## src/design/bps_pkg.sv

```systemverilog
// ----------------------------------------------------------------------------
// bps_pkg
// Shared types and constants for the byte pattern search unit.
// ----------------------------------------------------------------------------
`default_nettype none

package bps_pkg;

  localparam int BYTE_W        = 8;
  localparam int PATTERN_SLOTS = 16;
  localparam int LEN_W         = 5;
  localparam int CFG_DATA_W    = 64;
  localparam int CFG_INDEX_W   = 2;
  localparam int OFFSET_OUT_W  = 32;

  localparam logic [CFG_INDEX_W-1:0] REG_PATTERN_LOW  = 2'd0;
  localparam logic [CFG_INDEX_W-1:0] REG_PATTERN_HIGH = 2'd1;
  localparam logic [CFG_INDEX_W-1:0] REG_PATTERN_LEN  = 2'd2;

  typedef logic [BYTE_W-1:0] byte_t;

  typedef struct packed {
    logic advance;
    logic clear;
  } bps_cell_ctrl_t;

endpackage

`default_nettype wire

```

## src/design/bps_cell.sv

```systemverilog
// ----------------------------------------------------------------------------
// bps_cell
// One window cell: holds a past byte, passes it on, compares it to its
// aligned pattern byte.
// ----------------------------------------------------------------------------
`default_nettype none

module bps_cell
  import bps_pkg::*;
(
  input  wire logic           clk,
  input  wire logic           rst,
  input  wire bps_cell_ctrl_t ctrl,
  input  wire byte_t          byte_in,
  input  wire byte_t          pattern_byte,
  output byte_t               byte_out,
  output logic                match
);

  byte_t stored;

  always_ff @(posedge clk) begin
    if (rst || ctrl.clear) begin
      stored <= '0;
    end else if (ctrl.advance) begin
      stored <= byte_in;
    end
  end

  assign byte_out = stored;
  assign match    = (stored == pattern_byte);

endmodule

`default_nettype wire

```

## src/design/byte_pattern_search_unit.sv

```systemverilog
// A result sits in the output register from the cycle after its final
// or matching byte beat is accepted.
// Throughput: one byte beat per cycle; cells shift on non-final beats.
// s_tready drops only while a result waits in the output register.
// Reset clears config, window, byte count, match flag and output valid.
// ----------------------------------------------------------------------------
// byte_pattern_search_unit
// Streaming substring search over a shifting chain of byte cells.
// ----------------------------------------------------------------------------
`default_nettype none

module byte_pattern_search_unit
  import bps_pkg::*;
#(
  parameter int MAX_PATTERN = 16,
  parameter int OFFSET_BITS = 32
) (
  input  wire logic                    clk,
  input  wire logic                    rst,
  input  wire logic                    s_tvalid,
  output logic                         s_tready,
  input  wire logic [7:0]              s_tdata,   // [7:0] data_byte
  input  wire logic                    s_tlast,   // area_end
  output logic                         m_tvalid,
  input  wire logic                    m_tready,
  output logic [OFFSET_OUT_W-1:0]      m_tdata,   // [31:0] match_offset
  output logic                         m_tuser,   // [0] found
  input  wire logic                    cfg_we,
  input  wire logic [CFG_INDEX_W-1:0]  cfg_index,
  input  wire logic [CFG_DATA_W-1:0]   cfg_data
);

  logic [CFG_DATA_W-1:0] pattern_low;
  logic [CFG_DATA_W-1:0] pattern_high;
  logic [LEN_W-1:0]      pattern_len;

  always_ff @(posedge clk) begin
    if (rst) begin
      pattern_low  <= '0;
      pattern_high <= '0;
      pattern_len  <= '0;
    end else if (cfg_we) begin
      unique case (cfg_index)
        REG_PATTERN_LOW:  pattern_low  <= cfg_data;
        REG_PATTERN_HIGH: pattern_high <= cfg_data;
        REG_PATTERN_LEN:  pattern_len  <= cfg_data[LEN_W-1:0];
        default: ;
      endcase
    end
  end

  byte_t pattern_arr [PATTERN_SLOTS];
  byte_t window      [MAX_PATTERN];
  byte_t aligned     [MAX_PATTERN];
  logic [MAX_PATTERN-1:0] eq;
  logic [MAX_PATTERN-1:0] needed;
  logic [LEN_W-1:0]       len_m1;

  logic                   accept;
  logic                   len_ok;
  logic                   count_ok;
  logic                   hit;
  logic                   emit;
  logic [OFFSET_BITS-1:0] bytes_seen;
  logic                   match_reported;
  logic [OFFSET_BITS-1:0] offset_full;
  logic [OFFSET_OUT_W-1:0] offset_out;
  bps_cell_ctrl_t         cell_ctrl;

  assign len_m1 = pattern_len - LEN_W'(1);

  always_comb begin
    for (int i = 0; i < PATTERN_SLOTS / 2; i++) begin
      pattern_arr[i]                     = pattern_low[i*BYTE_W +: BYTE_W];
      pattern_arr[i + PATTERN_SLOTS / 2] = pattern_high[i*BYTE_W +: BYTE_W];
    end
  end

  assign window[0] = s_tdata[BYTE_W-1:0];
  assign eq[0]     = (window[0] == aligned[0]);

  genvar w;
  generate
    for (w = 0; w < MAX_PATTERN; w++) begin : g_pos
      logic [LEN_W-1:0] idx;
      assign idx        = len_m1 - LEN_W'(w);
      assign needed[w]  = (LEN_W'(w) < pattern_len);
      assign aligned[w] = pattern_arr[idx[3:0]];
      if (w > 0) begin : g_cell
        bps_cell u_cell (
          .clk          (clk),
          .rst          (rst),
          .ctrl         (cell_ctrl),
          .byte_in      (window[w-1]),
          .pattern_byte (aligned[w]),
          .byte_out     (window[w]),
          .match        (eq[w])
        );
      end
    end
  endgenerate

  assign accept   = s_tvalid && s_tready;
  assign len_ok   = (pattern_len != '0) && (pattern_len <= LEN_W'(MAX_PATTERN));
  assign count_ok = (bytes_seen >= OFFSET_BITS'(len_m1));
  assign hit      = !match_reported && len_ok && count_ok && ((eq | ~needed) == '1);
  assign emit     = hit || (s_tlast && !match_reported);

  assign offset_full = bytes_seen - OFFSET_BITS'(len_m1);

  generate
    if (OFFSET_BITS >= OFFSET_OUT_W) begin : g_off_trunc
      assign offset_out = offset_full[OFFSET_OUT_W-1:0];
    end else begin : g_off_ext
      assign offset_out = {{(OFFSET_OUT_W - OFFSET_BITS){1'b0}}, offset_full};
    end
  endgenerate

  assign cell_ctrl.advance = accept && !s_tlast;
  assign cell_ctrl.clear   = accept && s_tlast;

  always_ff @(posedge clk) begin
    if (rst) begin
      bytes_seen     <= '0;
      match_reported <= 1'b0;
    end else if (accept) begin
      if (s_tlast) begin
        bytes_seen     <= '0;
        match_reported <= 1'b0;
      end else begin
        if (bytes_seen != '1) begin
          bytes_seen <= bytes_seen + OFFSET_BITS'(1);
        end
        if (hit) begin
          match_reported <= 1'b1;
        end
      end
    end
  end

  assign s_tready = !m_tvalid || m_tready;

  always_ff @(posedge clk) begin
    if (rst) begin
      m_tvalid <= 1'b0;
    end else if (s_tready) begin
      m_tvalid <= accept && emit;
    end
  end

  always_ff @(posedge clk) begin
    if (accept && emit) begin
      m_tuser <= hit;
      m_tdata <= hit ? offset_out : '0;
    end
  end

  a_not_found_zero: assert property (@(posedge clk) disable iff (rst)
    (m_tvalid && !m_tuser) |-> (m_tdata == '0))
    else $error("not-found result carries a non-zero offset");

  a_clear_on_end: assert property (@(posedge clk) disable iff (rst)
    (accept && s_tlast) |=> ((bytes_seen == '0) && !match_reported))
    else $error("area state not cleared after final beat");

  a_count_step: assert property (@(posedge clk) disable iff (rst)
    (accept && !s_tlast && (bytes_seen != '1))
      |=> (bytes_seen == $past(bytes_seen) + OFFSET_BITS'(1)))
    else $error("byte count did not advance on beat");

endmodule

`default_nettype wire
```

## config.mk

```make
export PLATFORM = sky130hd
export DESIGN_NAME = byte_pattern_search_unit
export DESIGN_NICKNAME = d
export VERILOG_FILES = /design/src/design/bps_pkg.sv /design/src/design/bps_cell.sv /design/src/design/byte_pattern_search_unit.sv
export SDC_FILE = /design/constraint.sdc
export NUM_CORES = 1
export LEC_CHECK = 0
export BUFFER_PORTS_ARGS = -buffer_cell sky130_fd_sc_hd__clkbuf_2
export CAP_MARGIN = 20
export CORE_MARGIN = 2
export CORE_UTILIZATION = 50
export CTS_CLUSTER_DIAMETER = 100
export DETAILED_ROUTE_END_ITERATION = 8
export PLACE_DENSITY = 0.67
export SYNTH_ARGS = -nofsm -noshare
export SYNTH_HDL_FRONTEND = slang
export SYNTH_SLANG_ARGS = --single-unit
```

## constraint.sdc

```tcl
create_clock -name clk -period 12.55 [get_ports clk]
set_input_delay 1.8825 -clock clk [delete_from_list [all_inputs] [get_ports clk]]
set_output_delay 1.8825 -clock clk [all_outputs]
set_load 0.1 [all_outputs]
```

==> reports/qor.txt, run 1 <==
status: finished clean
ys async rst share: 0
max incr delay on CP: 0.93 ns
period utilization: 0.627
DP Area: 22400 um2
leakage: 0.00793 uW
total track usage: 0.323
ratio of cells with drive above 1 in the final layout: 0.203
cells along the critical path: inv_1 > ha_4 > buf_4 > ha_1 > nand2b_1 > a311oi_2 > nor3_1 > o21ai_0 > nand4_1 > o41ai_1 > o21ai_0 > a2111oi_2 > nand4_1 > or3_4 > a21oi_4
first-pass GRT wire length: 107 mm
drt wl/cell: 24.5 um
RSZ-0062 raised after global routing: false
layout overhead on the synthesized area: 8.63%
# setup viols final: 0
syn_nets: 2455
max-cap violations: 0
Die X: 212 um
initial antenna violation count: 0
Syn Inst Count: 2364
Setup CP Type: reg2reg
Fmax achieved: 0.127 GHz
sequential share of the synthesized area: 0.310
min Tclk post-route: 7.87 ns
# rows: 76
Synth Warn #: 0
critical path required time: 12.74 ns
Critical R2R Capture: m_tdata[15]
largest net degree at the start of global routing: 95
Clk pin slew, worst setup/hold paths: 0.07 ns
Max H-tree Level: 2
Detail Placement HPWL: 54.9 mm
peak supply drop: 0.100 mV
Slew Viols, Final: 0
core area: 43000 um2
critical path capture point type: flip-flop
Synth cell types: 77
critical path depth in cells: 15
R2R cell count: 15
Num CTS Buffers: 37
synthesized area: 21700 um2
Tightest Pin Transition: 1.13 ns
1st-iter DRT viols: 2224
Mapped Avg Cell Area: 9.19 um2
# nets final: 2448
Antenna Nets Post-Route: 0
Main synth FF type: dfxtp_1
final hold slack: 0.468 ns
CTS max path bufs: 3
initial core utilization: 0.506
clk_skew: 0.0292 ns
number of diodes: 0
hold crit path type: reg2reg
Top Ports: 115
CTS resizes: 0
Vias per Instance: 6.28
clk sink count: 320
first-pass detailed-route iteration total: 5
Die H: 212 um
Remaining DRCs: 0
Hold Violations, Final: 0
Worst slew margin: 0.243
Hold Path Sink: g_pos[6].g_cell.u_cell.byte_out[2]
total grt overflow: 0
final wirelength: 72.6 mm
Post-CTS Setup Inserts: 0
post-route design area: 23600 um2
Hold Crit Depth: 2
DR vias: 18638
Post-synth EDFFs: 33
GPL Wtd Cong: 1.00
CP Max Fanout: 71
HP Start: g_pos[5].g_cell.u_cell.byte_out[2]
vias in the first global route: 16884
port bufs: 114
WP buf/inv: 2
#FFs+latches synth: 320
launch point of the worst reg-to-reg path: pattern_len[1]
CTS tree: done
Critical-path top delay cell: a311oi_2
DIE AREA: 45100 um2
PwrDens: 114 nW/um2
final core utilization: 0.549
r2r setup slk: 4.68 ns
hold_buf cts: 0
Top delay family on crit path: compound AO/OA/AOI/OAI gates
Critical Path Source Type: flip-flop
clk root buf: clkbuf_16
clk_lat worst skew: 0.58 ns
setup tns final: 0 ns
data arrival time of the worst path: 8.06 ns
## layout make-up
type                            count  area (um2)
Clock buffer                       50        1020
Clock inverter                     14         171
Fill cell                        3924       19400
Inverter                           19        71.3
Multi-Input combinational cell   1841       14100
Sequential cell                   320        6740
Tap cell                          585         732
Timing Repair Buffer              138         753
## placed cells by master, fill, tap and decap left out, types with 6 or more instances in the layout
master,instances
nand2_1,576
a21oi_1,290
dfxtp_1,285
mux4_2,178
mux2i_1,151
clkbuf_2,113
xor2_1,89
xnor2_1,86
nor2_1,80
o21ai_0,62
mux2_2,53
nor3_1,37
clkbuf_16,37
edfxtp_1,33
nand4_1,31
nor2_4,28
or3_1,27
buf_4,25
nand3_1,17
inv_1,15
nor4_1,15
nor2b_1,10
ha_1,8
clkbuf_1,8
nand2b_1,6
a211oi_1,6
## routing by layer
| layer | global-route usage | vias up | wire [um] |
|---|---|---|---|
| met5 | 0 | - | 0 |
| li1 | - | 8456 | - |
| met3 | 0.0535 | 166 | 6280 |
| met2 | 0.475 | 926 | 31300 |
| met4 | 0.173 | 0 | 4350 |
| met1 | 0.454 | 9090 | 30600 |
## through the flow
stage | cells | power (uW) | worst slack, ns
finish | 2967 | 2700 | 4.68
global route | 2967 | 2780 | 4.21
CTS | 2966 | 2700 | 4.77
detailed placement | 2902 | 1620 | 4.80
global placement | 2902 | 1610 | 4.94
floorplan | 2364 | 1480 | 4.41
## registers in the layout, summed over array words and instances (netlist names)
name,cells
m_tdata,32
bytes_seen,32
match_reported,1
pattern_len,5
m_tvalid,1
pattern_high,64
m_tuser,1
pattern_low,64
g_pos.g_cell.u_cell.byte_out,120
## worst min-delay path, cell delays in order (launching register included)
cell and delay (ns):
dfxtp_1 0.33, nand2_1 0.06, a21oi_1 0.05
## logic make-up (layout without fill, tap and decap cells)
logic type | Yosys count | count (layout) | synth area share
adders and majority gates | 14 | 14 | 0.00806
and+or+nand+nor | 863 | 863 | 0.179
AOI/OAI and AO/OA | 402 | 402 | 0.102
xor gates and xnor gates | 179 | 179 | 0.0737
DFF | 320 | 320 | 0.310
muxes | 383 | 383 | 0.283
buffers and inverters | 203 | 221 | 0.0441
## power by group
part	internal (uW)	switching, uW	total (uW)
sequential	1050	29.8	1080
clock	638	451	1090
combinational	200	327	527
total	1890	808	2700
## worst max path at each step
stage	start	end	slack, ns
finish	pattern_len[1]	m_tdata[15]	4.68
global route	pattern_len[1]	m_tdata[15]	4.21
CTS	pattern_len[1]	m_tdata[15]	4.77
detailed placement	pattern_len[1]	m_tdata[2]	4.80
global placement	pattern_len[1]	m_tdata[7]	4.94
floorplan	pattern_len[0]	m_tdata[0]	4.41
## synth_stat cells, types with 14 or more instances
master | count | area share
a21oi_1 | 291 | 0.067
buf_1 | 14 | 0.0024
buf_2 | 30 | 0.0069
clkbuf_1 | 116 | 0.020
dfxtp_1 | 287 | 0.26
edfxtp_1 | 33 | 0.046
inv_1 | 15 | 0.0026
mux2_2 | 53 | 0.027
mux2i_1 | 151 | 0.070
mux4_2 | 178 | 0.18
nand2_1 | 577 | 0.10
nand3_1 | 17 | 0.0039
nand4_1 | 31 | 0.0089
nor2_1 | 81 | 0.014
nor2_4 | 27 | 0.014
nor3_1 | 37 | 0.0085
nor4_1 | 15 | 0.0043
o21ai_0 | 62 | 0.014
or3_1 | 28 | 0.0081
xnor2_1 | 88 | 0.035
xor2_1 | 89 | 0.036
No activity file was read; power rests on OpenSTA's default activity.
==> inputs of run 2 (changes only) <==
Settings changed: ABC_AREA set to 1.
Clock period 12.55 ns to 8 ns, I/O delays scaled along.
==> run 2 against run 1 <==
Effect of this change:
- routed wire length up 26%
- register-to-register slack worse by 2.4 ns
- critical endpoint is now m_tdata[5]
- first-iteration DRC count up 29%
- global-route usage up 8.2 points
- synthesized area about the same
- utilization up 0.69 points
- via count up 35%
- count of clock-buffer cells in the layout up 7
- final area up 1.3%
- sequential power up 63%
- critical path type unchanged
- combinational power rose to 3.4 times the previous value
- clock skew down 0.013 ns
==> reports/qor.txt, run 2 <==
Top delay family on crit path: simple AND/OR/NAND/NOR gates
hold crit path type: reg2reg
CP Max Fanout: 59
drt wl/cell: 20.9 um
RSZ-0062 raised after global routing: false
Synth Area in XOR/XNOR: 0.0149
leakage: 0.0114 uW
clk sink count: 320
DR vias: 25133
Critical Path Source Type: flip-flop
sequential share of the synthesized area: 0.310
total grt overflow: 0
top-count cell post-synth: nand2_1
Hold Violations, Final: 0
CTS resizes: 0
critical path capture point type: flip-flop
Hold Path Sink: pattern_low[19]
clk root buf: clkbuf_16
ratio of cells with drive above 1 in the final layout: 0.0667
final worst setup slack: 2.25 ns
Synth Warn #: 0
synthesized area: 21700 um2
sequential power share: 0.320
Post-CTS Setup Inserts: 0
post-synthesis simple-gate area fraction: 0.442
Slew Viols, Final: 0
internal power: 3340 uW
clk_skew: 0.0166 ns
Synth cell types: 38
Syn Inst Count: 3772
Die X: 212 um
WP buf/inv: 4
Post-synth EDFFs: 33
combinational share of power: 0.323
syn_nets: 3863
min Tclk post-route: 5.75 ns
first-pass GRT wire length: 136 mm
r2r setup slk: 2.25 ns
multiplexer area fraction after synthesis: 0
core area: 43000 um2
GPL Wtd Cong: 1.06
cells along the critical path: inv_4 > ha_1 > inv_1 > nand2_1 > nand2_1 > nand2_1 > inv_1 > nand2_1 > nand2_1 > nand3_1 > o21ai_0 > nand2_1 > nand2_1 > nand2_1 > nor2_1 > nand2_1 > nand2_1 > nand2_1 > nor3_2 > nand3_1 > nand2_1 > buf_4
peak supply drop: 0.172 mV
final wirelength: 91.3 mm
1st-iter DRT viols: 2868
PwrDens: 230 nW/um2
Die H: 212 um
Max H-tree Level: 2
max incr delay on CP: 0.70 ns
launch point of the worst reg-to-reg path: pattern_len[0]
data arrival time of the worst path: 5.99 ns
Largest register FFs: 120
Main synth FF type: dfxtp_1
Clock power frac: 0.357
Top Ports: 115
CTS tree: done
Remaining DRCs: 0
most frequent cells in the layout: 1486 x nand2_1, 500 x nand3_1, 318 x o21ai_0
critical path required time: 8.24 ns
Fmax achieved: 0.174 GHz
max-cap violations: 0
#FFs+latches synth: 320
clk_lat worst skew: 0.58 ns
Antenna Nets Post-Route: 0
largest net degree at the start of global routing: 135
total track usage: 0.404
P_sw: 2160 uW
Num CTS Buffers: 40
Clk pin slew, worst setup/hold paths: 0.06 ns
compound-cell area share of the yosys netlist: 0.131
setup tns final: 0 ns
commonest non-fill, non-tap cell in the layout: nand2_1
Yosys top cell area share: 0.264
HP Start: pattern_low[19]
port bufs: 114
vias in the first global route: 23056
Worst slew margin: 0.295
Detail Placement HPWL: 69.2 mm
Synth Area in Adders: 0.00668
CTS max path bufs: 3
number of diodes: 0
main combinational cell family by area after synthesis: simple AND/OR/NAND/NOR gates
Synth area leaders: dfxtp_1 26%, nand2_1 26%, nand3_1 12%
switch share: 0.393
status: finished clean
Vias per Instance: 5.74
Most Frequent Cell on Critical Path: nand2_1
commonest cells in the netlist: 1488 x nand2_1, 502 x nand3_1, 319 x o21ai_0, 300 x inv_1, 287 x dfxtp_1
initial core utilization: 0.505
Critical R2R Capture: m_tdata[5]
DIE AREA: 45100 um2
# nets final: 3850
initial antenna violation count: 1
Critical-path top delay cell: dfxtp_4
layout overhead on the synthesized area: 10.0%
hold_buf cts: 0
Hold Crit Depth: 2
post-synth top area cell: dfxtp_1
Setup CP Type: reg2reg
period utilization: 0.719
pre-CTS WS: 1.99 ns
R2R cell count: 22
# rows: 76
Mapped Avg Cell Area: 5.76 um2
Tightest Pin Transition: 1.06 ns
# setup viols final: 0
ys async rst share: 0
first-pass detailed-route iteration total: 8
==> run 2: worst max path at each step <==
stage	cells past startpoint	endpoint	start	slack (ns)
after global routing	24	m_tdata[26]	pattern_len[0]	1.86
final	22	m_tdata[5]	pattern_len[0]	2.25
after detailed placement	24	m_tdata[14]	pattern_len[0]	1.99
after global placement	24	m_tdata[2]	pattern_len[0]	2.10
after floorplan	29	m_tdata[0]	pattern_len[0]	3.37
after CTS	24	m_tdata[14]	pattern_len[0]	1.96
==> run 2: power groups by stage <==
stage               registers (uW)  clock network, uW  logic [uW]
floorplan                     1810                  0        1120
global placement              1790                  0        1690
detailed placement            1790                  0        1710
CTS                           1760               1980        1710
global route                  1760               2030        1930
finish                        1760               1970        1780
==> run 2: final cells by class <==
cell class / instances / area (um2)
flip-flops and latches: 320 / 6740
multi-input cells: 2945 / 13000
clock buffers: 57 / 1210
well taps: 585 / 732
inverters: 303 / 1150
clock inverters: 17 / 205
fillers: 4432 / 19100
repair buffers: 149 / 911
==> run 2: cell families (layout without fill, tap and decap cells) <==
family / Yosys count / in the layout
and+or+nand+nor: 2336 / 2336
DFF: 320 / 320
xor gates and xnor gates: 37 / 37
adders and majority gates: 11 / 11
buffers and inverters: 507 / 526
AOI/OAI and AO/OA: 561 / 561
==> run 2: per-stage QoR <==
step	utilization	hold slack [ns]	power [uW]	instances	instance area (um2)
6_report	0.556	0.468	5500	4376	23900
5_1_grt	0.556	0.486	5720	4376	23900
2_1_floorplan	-	0.439	2920	3772	21700
3_3_place_gp	0.520	0.450	3480	4297	22400
4_1_cts	0.554	0.466	5450	4372	23800
3_5_place_dp	0.521	0.457	3500	4298	22400
==> run 2: routing by layer <==
layer | global-route usage | vias up | share of wire
met5 | 0 | - | 0.000099
met4 | 0.371 | 2 | 0.11
met3 | 0.0681 | 354 | 0.082
met2 | 0.649 | 1192 | 0.44
met1 | 0.460 | 11497 | 0.37
li1 | - | 12088 | -
==> run 2: worst min-delay path, cell delays in order, from the launching register on <==
cell and delay, ns:
dfxtp_1 0.31, inv_1 0.06, a21oi_1 0.05
